==> config.mk <==
export PLATFORM = sky130hd
export DESIGN_NAME = cbn_ctrl
export DESIGN_NICKNAME = d
export VERILOG_FILES = /design/src/rtl/core/assert_macros.svh /design/src/rtl/core/cbn_pkg.sv /design/src/rtl/core/cbn_ctrl.sv
export SDC_FILE = /design/constraint.sdc
export NUM_CORES = 1
export LEC_CHECK = 0
export BUFFER_PORTS_ARGS = -buffer_cell sky130_fd_sc_hd__buf_2
export CAP_MARGIN = 20
export CORE_AREA = 2 2 39 41
export CTS_CLUSTER_SIZE = 14
export DETAILED_ROUTE_END_ITERATION = 10
export DIE_AREA = 0 0 41 43
export GPL_TIMING_DRIVEN = 1
export PLACE_DENSITY = 0.43
export SLEW_MARGIN = 10
export SYNTH_ARGS = -nofsm -noshare
export SYNTH_HDL_FRONTEND = slang
export SYNTH_SLANG_ARGS = --single-unit
==> constraint.sdc <==
create_clock -name clock -period 1.4 [get_ports clock]
set_input_delay 0.28 -clock clock [delete_from_list [all_inputs] [get_ports clock]]
set_output_delay 0.28 -clock clock [all_outputs]
set_load 0.01 [all_outputs]
==> src/rtl/core/assert_macros.svh <==
// Assertion macros for RTL files that check their own logic.
// Each macro samples on clock and is disabled while reset is high.
`ifndef ASSERT_MACROS_SVH
`define ASSERT_MACROS_SVH
`ifndef ASSERT_OFF
// Same-cycle implication.
`define ASSERT_IMPL(label, ante, cons) \
   label: assert property (@(posedge clock) disable iff (reset) (ante) |-> (cons)) \
      else $error("implication check failed");
// Next-cycle implication.
`define ASSERT_NEXT(label, ante, cons) \
   label: assert property (@(posedge clock) disable iff (reset) (ante) |=> (cons)) \
      else $error("next-cycle check failed");
`else
`define ASSERT_IMPL(label, ante, cons)
`define ASSERT_NEXT(label, ante, cons)
`endif
`endif

==> src/rtl/core/cbn_pkg.sv <==
// Package for the coverage bitmap novelty block: sizes, codes, command and
// status types, and the bucketing and bit count functions. No dependencies.
`default_nettype none
package cbn_pkg;

   localparam int MAP_WORDS = 262144;
   localparam int ADDR_W    = $clog2(MAP_WORDS);
   localparam int IDX_W     = 18;
   localparam int EXT_W     = (IDX_W > ADDR_W) ? IDX_W + 1 : ADDR_W + 1;
   localparam int WORD_W    = 64;
   localparam int COUNT_W   = 25;
   localparam int HIT_W     = 7;

   localparam logic [1:0] KIND_CLASSIFY = 2'd0;
   localparam logic [1:0] KIND_SESSION  = 2'd1;
   localparam logic [1:0] KIND_RESTORE  = 2'd2;

   localparam logic [1:0] NOV_NONE   = 2'd0;
   localparam logic [1:0] NOV_COUNTS = 2'd1;
   localparam logic [1:0] NOV_BYTES  = 2'd2;

   // Controller to datapath commands.
   typedef struct packed {
      logic clear;
      logic load_in;
      logic rd;
      logic check;
      logic load_out;
   } cmd_type;

   // Datapath to controller status.
   typedef struct packed {
      logic clear_end;
      logic out_busy;
   } status_type;

   // Power-of-two class of one hit-count byte.
   function automatic logic [7:0] bucket_byte(input logic [7:0] b);
      logic [7:0] r;
      if (b == 8'd0)       r = 8'd0;
      else if (b == 8'd1)  r = 8'd1;
      else if (b == 8'd2)  r = 8'd2;
      else if (b == 8'd3)  r = 8'd4;
      else if (b < 8'd8)   r = 8'd8;
      else if (b < 8'd16)  r = 8'd16;
      else if (b < 8'd32)  r = 8'd32;
      else if (b < 8'd128) r = 8'd64;
      else                 r = 8'd128;
      return r;
   endfunction

   function automatic logic [WORD_W-1:0] bucket_word(input logic [WORD_W-1:0] w);
      logic [WORD_W-1:0] r;
      r = '0;
      for (int i = 0; i < 8; i++) begin
         r[8*i +: 8] = bucket_byte(w[8*i +: 8]);
      end
      return r;
   endfunction

   // Count set bits: per byte, then sum the eight byte counts.
   function automatic logic [HIT_W-1:0] count_ones(input logic [WORD_W-1:0] v);
      logic [3:0]       bc;
      logic [HIT_W-1:0] n;
      n = '0;
      for (int i = 0; i < 8; i++) begin
         bc = '0;
         for (int j = 0; j < 8; j++) begin
            bc = bc + 4'(v[8*i + j]);
         end
         n = n + HIT_W'(bc);
      end
      return n;
   endfunction

endpackage
`default_nettype wire

==> src/rtl/core/cbn_ctrl.sv <==
// Sequencing state machine: clearing pass, accept, read, check, result load.
// Depends on cbn_pkg for the command and status types.
`default_nettype none
module cbn_ctrl (
   input  wire logic                clock,
   input  wire logic                reset,
   input  wire logic                req_valid,
   output logic                     req_ready,
   input  wire cbn_pkg::status_type status,
   output cbn_pkg::cmd_type         cmd
);

   typedef enum logic [4:0] {
      ST_CLEAR = 5'b00001,
      ST_IDLE  = 5'b00010,
      ST_READ  = 5'b00100,
      ST_CHECK = 5'b01000,
      ST_ACC   = 5'b10000
   } state_type;

   state_type state_ff, state_in;

   // Next state and commands
   always_comb begin
      state_in  = state_ff;
      cmd       = '0;
      req_ready = 1'b0;
      unique case (state_ff)
         ST_CLEAR: begin
            cmd.clear = 1'b1;
            if (status.clear_end) state_in = ST_IDLE;
         end
         ST_IDLE: begin
            req_ready = 1'b1;
            if (req_valid) begin
               cmd.load_in = 1'b1;
               state_in    = ST_READ;
            end
         end
         ST_READ: begin
            cmd.rd   = 1'b1;
            state_in = ST_CHECK;
         end
         ST_CHECK: begin
            cmd.check = 1'b1;
            state_in  = ST_ACC;
         end
         ST_ACC: begin
            // hold until the output register is free
            if (!status.out_busy) begin
               cmd.load_out = 1'b1;
               state_in     = ST_IDLE;
            end
         end
         default: state_in = ST_CLEAR;
      endcase
   end

   always_ff @(posedge clock) begin
      if (reset) state_ff <= ST_CLEAR;
      else       state_ff <= state_in;
   end

endmodule
`default_nettype wire

Word level (Yosys, flattened, before mapping)
Cells that the tools add are included. Widths: inputs -> output; s select.

Reduce and logical (&&, ||, !) cells: 1. Eq/ne operators: 8. Mux-type cells: 12.

Operators by type and width (number): $pmux 5 s5 (1); $mux 5 (3); $mux 1 (8); $ne 2x2->1 const B (3); $eq 5x1->1 const B (1); $eq 5x2->1 const B (1); $eq 5x3->1 const B (1); $eq 5x4->1 const B (1); $eq 5x5->1 const B (1); $reduce_and 3->1 (1).

Flip-flop bits (word level): 5. Output and inout port bits: 6. Bits of input ports: 5. Word-level logic and storage cells: 22.

Longest topological paths before layout
Gate-level depths: netlist (run 1).

Word-level depth: 3. Mapped depth: 5. Mapped depth without buffers: 3.

Worst setup path before layout (run 1)
OpenSTA, ideal clock, no wires.

Path type: reg2out. Start point: register state_ff[4]. End point: output port cmd[3] (netlist bit). Buffers on the path: 1. Arrival: 1.320 ns. Data required time: 1.120 ns. Path slack: -0.200 ns. Stages on the path, launching flop included: 5. Cells stage by stage: dfxtp_1 > buf_6 > or3_4 > nor3b_2 > and2_1.

RTL lines: start, declared (line cbn_ctrl.sv:21) `state_type state_ff, state_in;`; start signal, assigned (line cbn_ctrl.sv:61) `else state_ff <= state_in;`; end, declared (line cbn_ctrl.sv:10) `output cbn_pkg::cmd_type cmd`.

==> results of run 1 <==
[where the power goes]
| part | switching (uW) | total [uW] | internal, uW |
|---|---|---|---|
| clock network | 61.2 | 169 | 108 |
| logic | 76.8 | 189 | 112 |
| registers | 29.6 | 188 | 159 |
| total | 167 | 546 | 378 |
[Yosys cell counts]
cell	instances
nor2_1	6
dfxtp_1	5
inv_1	2
nand3_1	2
nor3_1	2
nor3b_1	2
a21oi_1	1
a2bb2oi_1	1
a31o_1	1
and2_1	1
and3_1	1
and4_1	1
buf_4	1
buf_6	1
nand2b_1	1
nand4_1	1
nor2b_1	1
nor3b_2	1
nor4bb_4	1
o21ai_0	1
o311ai_0	1
o31ai_4	1
or3_4	1
xor2_1	1
[worst min-delay path: stages]
cell     delay [ns]
buf_2          0.12
nand4_1        0.08
a21oi_1        0.06
[per-layer routing]
layer	share of wire (%)	vias up	GRT usage [%]
met5	0	-	0
met4	1.3	0	8.00
met2	51	12	19.1
met3	4.3	2	3.14
met1	43	172	16.7
li1	-	190	-
[cell type report]
type | instances | area (sq um)
timing repair buffer | 26 | 210
clock buffer | 4 | 26.3
inverter | 2 | 7.51
multi-input combinational | 28 | 264
tap | 16 | 20.0
fill | 148 | 749
sequential | 5 | 106
[worst paths after layout]
path	startpoint	slack, ns	depth (start not counted)	endpoint
setup / recovery	state_ff[2]	-0.29	4	cmd[3]
hold / removal	status[0]	0.34	3	state_ff[4]
setup reg to reg	state_ff[2]	-0.26	8	state_ff[2]
hold reg to reg	state_ff[4]	0.62	3	state_ff[4]
[repair_timing]
item | 4_1_cts | 5_1_grt
setup buffers | 6 | 3
endpoints found under the hold margin | 0 | 0
setup endpoints to repair | 6 | 11
resized for setup | 10 | 14
gates cloned | 0 | 0
pin swaps | 3 | 6
[cell families after synthesis]
group           after synthesis
simple gates                 21
buf+inv                       4
compound gates                6
xor+xnor                      1
flops                         5
[placed cells by master (no fill, tap or decap)]
| cell | Yosys | final |
|---|---|---|
| clkbuf_4 | 0 | 3 |
| buf_2 | 0 | 6 |
| nor3b_4 | 0 | 1 |
| dfxtp_1 | 5 | 2 |
| nor2_2 | 0 | 2 |
| o21ai_0 | 1 | 1 |
| and4_1 | 1 | 1 |
| buf_4 | 1 | 12 |
| o311ai_0 | 1 | 1 |
| inv_1 | 2 | 2 |
| buf_6 | 1 | 8 |
| a2bb2oi_1 | 1 | 1 |
| nor3_1 | 2 | 2 |
| nor2_1 | 6 | 1 |
| a31o_1 | 1 | 1 |
| o31ai_4 | 1 | 1 |
| nand4_1 | 1 | 1 |
| dfxtp_2 | 0 | 2 |
| nor2b_1 | 1 | 1 |
| and2_4 | 0 | 1 |
| a21oi_1 | 1 | 1 |
| xor2_1 | 1 | 1 |
| or3_4 | 1 | 1 |
| dfxtp_4 | 0 | 1 |
| and3_4 | 0 | 1 |
| nor3b_1 | 2 | 2 |
| nor4bb_4 | 1 | 1 |
| nand3_2 | 0 | 2 |
| nand2b_1 | 1 | 1 |
| clkbuf_1 | 0 | 1 |
| nor2_4 | 0 | 3 |
[per-stage QoR]
| stage | area [sq um] | total power (uW) |
|---|---|---|
| finish | 634 | 546 |
| global route | 634 | 577 |
| CTS | 562 | 517 |
| detailed placement | 452 | 310 |
| global placement | 452 | 313 |
| floorplan | 348 | 263 |
==> results.cfg, run 1 <==
[worst_setup_path]
cp_slowest_stage_delay_ns = 0.40
arrival_ns = 1.41
critPathSlowestCell = or3_4
worst-path-buf-inv = 1
crit_chain = or3_4 > nor3b_4 > and2_4 > buf_6
cp.required_ns = 1.12
cp_top_family = simple AND/OR/NAND/NOR gates
cp-end-kind = output pin
crit_fanout = 2
critPathLaunchType = flip-flop
setup.worst_path.class = flip-flop to output pin

[drt]
ant_nets = 0
first_pass_iters = 4
routed_via_density = 4.64
drc = 0
vias = 376
drtIter0Drc = 3
drt_wl_total_microns = 934
wl_per_cell_microns = 11.5

[floorplanning]
fp-row-count = 14
die_y_microns = 43
die_area_sq_um = 1760
start_util_pct = 24.5
die_x_microns = 41
core_area_sq_um = 1380
ios = 11

[sta]
relSlewSlack_pct = 80.5
setup_slack_ns = -0.289
rsz0062_at_grt = true
setup_violations = 8
drv_slew = 0
period_minus_slack_ns = 1.69
worstMarginPinSlew_ns = 0.288
fin_skew_ns = 0.00103
hold_viol_final = 0
finalCritPeriodShare_pct = 121
holdWs_ns = 0.337
max_freq_ghz = 0.592
fin_setup_tns_ns = -1.56

[finish]
regMostFlops = state_ff
final_util_pct = 45.8
stdcell_count = 81
nets = 71
largest_reg_flops = 5
reg_top3 = state_ff (5)
syn_to_final_growth_pct = 87.1
drive_gt1_share_pct = 69.2
n_antenna_cell = 0

[cts]
cts_root_buffer = clkbuf_4
numClockSinks = 5
cts_tree = done
clk_latency_ns = 0.24
postCtsHoldBufs = 0
cts.htree.levels = 1
clkTransAtPathRegs_ns = 0.04
numCtsBuffers = 3
clockBufferDepth = 2

[global_routing]
grtUsageTotal_pct = 13.1
grt_overflow = 0
grt_pass1_wl_microns = 1530
first_global_vias = 361
antenna_found_initial = 0
grt_max_degree = 9

[synthesis]
synthTopCellsByArea = dfxtp_1 30%, nor4bb_4 7.4%, nor2_1 6.6%
synthMuxAreaShare_pct = 0
synth-simple-area-share_pct = 43.2
postSynthCellCount = 37
yosys.area_share.xor_xnor_pct = 2.58
synth_top_family_by_area = simple AND/OR/NAND/NOR gates
yosys.cell_types.count = 24
syn-cell-area_sq_um = 339
avgSynthCellArea_sq_um = 9.16
synth_compound_area_share_pct = 17.0
post-synth-top-area-cell = dfxtp_1
ys_seq_area_share_pct = 29.5
syn_nets = 42
yosysTopAreaCellShare_pct = 29.5
synthAdderAreaFrac_pct = 0
synth-seq-cells = 5
yosysWarnings = 0

[outcome]
violations = negative setup slack
status = complete, but fails checks

[power]
p_leak_uw = 0.000278
vdd_drop_max_v = 0.000323
p_per_area_nw_per_um2 = 860

[hold_path]
hp-class = input pin to flip-flop

[placed_design]
place_congestion = 0.648
place_ws_ns = -0.0927
hpwl_microns = 592
io_buffers = 10
dp_cells = 68

[run]
max-cap-violations = 0
Power figures use the tool's default switching activity.
==> run 2: changes to the inputs <==
--- a/constraint.sdc
+++ b/constraint.sdc
@@ -3,2 +3,2 @@
 set_output_delay 0.28 -clock clock [all_outputs]
-set_load 0.01 [all_outputs]
+set_load 0.02 [all_outputs]
==> results.cfg, run 2 (synthesis gave the netlist of run 1 again) <==
[outcome]
violations = negative setup slack
status = complete, but fails checks

[global_routing]
grt_pass1_wl_microns = 1320
use_met2_pct = 15.3
grt_overflow = 0
grt-busiest-layer = met2
grtUsageTotal_pct = 12.0
grt_use_met3_pct = 4.71
antenna_found_initial = 0
grtUsageMet1_pct = 14.1
grt_max_degree = 9
first_global_vias = 307

[finish]
n_antenna_cell = 0
reg_top3 = state_ff (5)
nFillCells = 139
final_common_cell = buf_4
drive_gt1_share_pct = 69.5
regArea_sq_um = 108
syn_to_final_growth_pct = 75.3
nets = 65
largest_reg_flops = 5
regMostFlops = state_ff
final_cell_mix = 8 x buf_4, 7 x buf_6, 5 x buf_2, 4 x nor2_4
multi_input_area_sq_um = 269

[floorplanning]
start_util_pct = 24.5
core_area_sq_um = 1380
die_y_microns = 43
die_x_microns = 41
ios = 11
die_area_sq_um = 1760
fp-row-count = 14

[cts]
numCtsBuffers = 3
clkTransAtPathRegs_ns = 0.05
postCtsHoldBufs = 0
cts_tree = done
cts.htree.levels = 1
clk_latency_ns = 0.25
cts_root_buffer = clkbuf_4
numClockSinks = 5
clockBufferDepth = 2

[sta]
finalCritPeriodShare_pct = 123
max_freq_ghz = 0.582
drv_slew = 0
rsz0062_at_grt = true
fin_setup_tns_ns = -0.799
setup_slack_ns = -0.319
setup_violations = 7
relSlewSlack_pct = 79.8
hold_viol_final = 0
period_minus_slack_ns = 1.72
worstMarginPinSlew_ns = 0.300
fin_skew_ns = 0.00738

[placed_design]
io_buffers = 10
place_congestion = 0.730
hpwl_microns = 604

[worst_setup_path]
cp.required_ns = 1.12
critPathLaunchType = flip-flop
cp-end-kind = output pin
setup.worst_path.class = flip-flop to output pin
arrival_ns = 1.44
crit_fanout = 3

[hold_path]
hp-class = input pin to flip-flop

[power]
p_leak_uw = 0.000247
vdd_drop_max_v = 0.000384
total_power_uw = 542
p_per_area_nw_per_um2 = 912

[drt]
drc = 0
drt_wl_total_microns = 897
ant_nets = 0
wl_per_cell_microns = 12.0
first_pass_iters = 4
vias = 352
routed_via_density = 4.69
drtIter0Drc = 3

[run]
max-cap-violations = 0
run 2: path summary, 6_finish.rpt:
| check | from | to | slack [ns] | cells after the start |
|---|---|---|---|---|
| hold / removal | status[0] | state_ff[4] | 0.32 | 3 |
| hold reg to reg | state_ff[4] | state_ff[4] | 0.62 | 3 |
| setup reg to reg | state_ff[3] | state_ff[1] | -0.01 | 5 |
| setup / recovery | state_ff[3] | cmd[3] | -0.32 | 4 |
run 2: layer usage:
| metal | wire [microns] | vias to the layer above | share of wire, % |
|---|---|---|---|
| met5 | 0 | - | 0 |
| met4 | 12 | 0 | 1.3 |
| met3 | 38 | 2 | 4.2 |
| met2 | 452 | 10 | 50 |
| met1 | 393 | 162 | 44 |
| li1 | - | 178 | - |
run 2: repair_timing:
action                     in CTS  in global routing
pin swaps                       9                  4
setup endpoints to repair       9                 11
setup buffers                   2                  0
hold endpoints to repair        0                  0
gates cloned                    0                  0
gates resized for setup        16                 14
run 2: layout make-up:
class / count / area share (%)
clock buffer: 4 / 4.42
inverter: 2 / 1.26
multi-input combinational: 28 / 45.3
sequential: 5 / 18.1
tap: 16 / 3.37
timing repair buffer: 20 / 27.6
run 2: power breakdown:
| group | switching [uW] | internal, uW | leakage [uW] |
|---|---|---|---|
| clock | 67.6 | 108 | 0.0000150 |
| sequential | 24.9 | 159 | 0.0000422 |
| combinational | 86.5 | 96.3 | 0.000190 |
| total | 179 | 363 | 0.000247 |
run 2: worst max-delay path: stages (launching register included):
cell,delay [ns]
dfxtp_1,0.30
or3_4,0.40
nor3b_4,0.21
and2_4,0.17
buf_6,0.11
run 2: metrics by stage:
step	setup WS (ns)	instance area (sq um)	util, %	cells	hold WS (ns)
2_1_floorplan	-0.247	348	-	37	0.447
3_3_place_gp	-0.0691	459	33.2	69	0.589
3_5_place_dp	-0.0923	459	33.2	69	0.592
4_1_cts	-0.341	549	39.7	75	0.314
5_1_grt	-0.357	594	42.9	75	0.320
6_report	-0.319	594	42.9	75	0.316
==> run 3: changes to the inputs <==
PLACE_DENSITY = not set   (was 0.43)
clock period = 1.8 ns   (was 1.4 ns; I/O delays follow)
==> results.cfg, run 3 (synthesis gave the netlist of run 1 again) <==
[placed_design]
io_buffers = 10
dp_cells = 64
hpwl_microns = 589
place_ws_ns = 0.185
place_congestion = 0.758

[worst_setup_path]
crit_fanout = 3
cp-end-kind = output pin
cp_slowest_stage_delay_ns = 0.40
crit_chain = or3_4 > nor3b_4 > and2_4 > buf_6
arrival_ns = 1.46
timing.rr.start = state_ff[4]
reg2regPathDepth = 4
critPathLaunchType = flip-flop
setup.worst_path.class = flip-flop to output pin
rr_endpoint = state_ff[3]
reg2reg_slack_ns = 0.34
critPathSlowestCell = or3_4
cp.required_ns = 1.44

[floorplanning]
core_area_sq_um = 1380
ios = 11
die_y_microns = 43
die_area_sq_um = 1760
start_util_pct = 24.5
die_x_microns = 41
fp-row-count = 14

[finish]
nets = 59
n_antenna_cell = 0
nFillCells = 152
final_util_pct = 34.0
syn_to_final_growth_pct = 38.7
regMostFlops = state_ff
multi_input_area_sq_um = 226
largest_reg_flops = 5
final_common_cell = buf_2
reg_top3 = state_ff (5)
regArea_sq_um = 101
stdcell_count = 69
final_cell_mix = 8 x buf_2, 5 x buf_4, 4 x nor2_1, 4 x dfxtp_1, 3 x clkbuf_4
drive_gt1_share_pct = 47.2

[cts]
cts_tree = done
postCtsHoldBufs = 0
cts.htree.levels = 1
cts_root_buffer = clkbuf_4
clk_latency_ns = 0.25
numCtsBuffers = 3
numClockSinks = 5
clockBufferDepth = 2
clkTransAtPathRegs_ns = 0.05

[sta]
rsz0062_at_grt = true
finalCritPeriodShare_pct = 101
max_freq_ghz = 0.551
fin_skew_ns = 0.00410
period_minus_slack_ns = 1.82
relSlewSlack_pct = 77.4
drv_slew = 0
setup_slack_ns = -0.0165
setup_violations = 1
worstMarginPinSlew_ns = 0.338
hold_viol_final = 0

[power]
swShare_pct = 32.9
total_power_uw = 383
p_leak_uw = 0.000209
vdd_drop_max_v = 0.000188
p_per_area_nw_per_um2 = 814
pwr-share-comb_pct = 27.6
sequentialPowerShare_pct = 36.4
p_int_uw = 257
p_sw_uw = 126
clkPwrFrac_pct = 36.0

[hold_path]
holdPathEnd = state_ff[4]
hp-class = input pin to flip-flop
holdPathStages = 3
hold_start = status[0]

[outcome]
status = complete, but fails checks
violations = negative setup slack

[drt]
drt_wl_total_microns = 768
wl_per_cell_microns = 11.1
vias = 328
first_pass_iters = 2
drtIter0Drc = 3
drc = 0
routed_via_density = 4.75
ant_nets = 0

[global_routing]
grt_max_degree = 9
antenna_found_initial = 0
grt_pass1_wl_microns = 1210
grtUsageTotal_pct = 10.5
grt_overflow = 0
first_global_vias = 277

[run]
max-cap-violations = 0
run 3: cell types whose count changed in the layout (fill, tap and decap cells not counted), sizes merged:
| cell | change |
|---|---|
| buf | -6 |
run 3: power by group through the flow:
stage | Sequential (uW) | Clock, uW | Combinational [uW]
6_report | 139 | 138 | 106
2_1_floorplan | 136 | 0 | 74.9
3_3_place_gp | 141 | 0 | 97.5
5_1_grt | 142 | 152 | 115
3_5_place_dp | 141 | 0 | 97.5
4_1_cts | 139 | 140 | 99.9
run 3: critical path, delay by kind of cell, from the launching register on:
kind          cells  cell delay (ns)
simple gates      3             0.78
buf+inv           1             0.10
flops             1             0.32
run 3: per-layer routing:
layer	wire length, microns	GRT usage [%]	up-vias
met2	355	12.8	9
met5	0	0	-
met1	373	13.8	150
li1	-	-	169
met4	0	6.00	0
met3	40	6.28	0
run 3: repair_timing:
| item | in CTS | in global routing |
|---|---|---|
| endpoints found under the setup margin | 1 | 3 |
| pin swaps | 3 | 0 |
| cloned | 0 | 0 |
| buffers inserted | 1 | 0 |
| gates resized for setup | 3 | 4 |
run 3: final cells by class:
cell class,count,area share (%)
repair buffers,14,18.9
multi-input cells,28,48.1
inverters,2,1.60
well taps,16,4.26
flip-flops and latches,5,21.5
clock buffers,4,5.59
run 3: per-stage QoR:
stage               area, sq um  hold WS (ns)  setup TNS, ns
finish                      470         0.407        -0.0165
global route                470         0.411        -0.0672
CTS                         460         0.401        -0.0249
detailed placement          419         0.650              0
global placement            419         0.651              0
floorplan                   345         0.527              0
run 3: worst max path at each step:
stage               slack, ns     end  cells past startpoint   startpoint
floorplan               0.008  cmd[3]                      4  state_ff[4]
global placement         0.20  cmd[3]                      4  state_ff[4]
detailed placement       0.18  cmd[3]                      4  state_ff[3]
CTS                     -0.02  cmd[3]                      4  state_ff[4]
global route            -0.07  cmd[3]                      4  state_ff[4]
finish                  -0.02  cmd[3]                      4  state_ff[4]
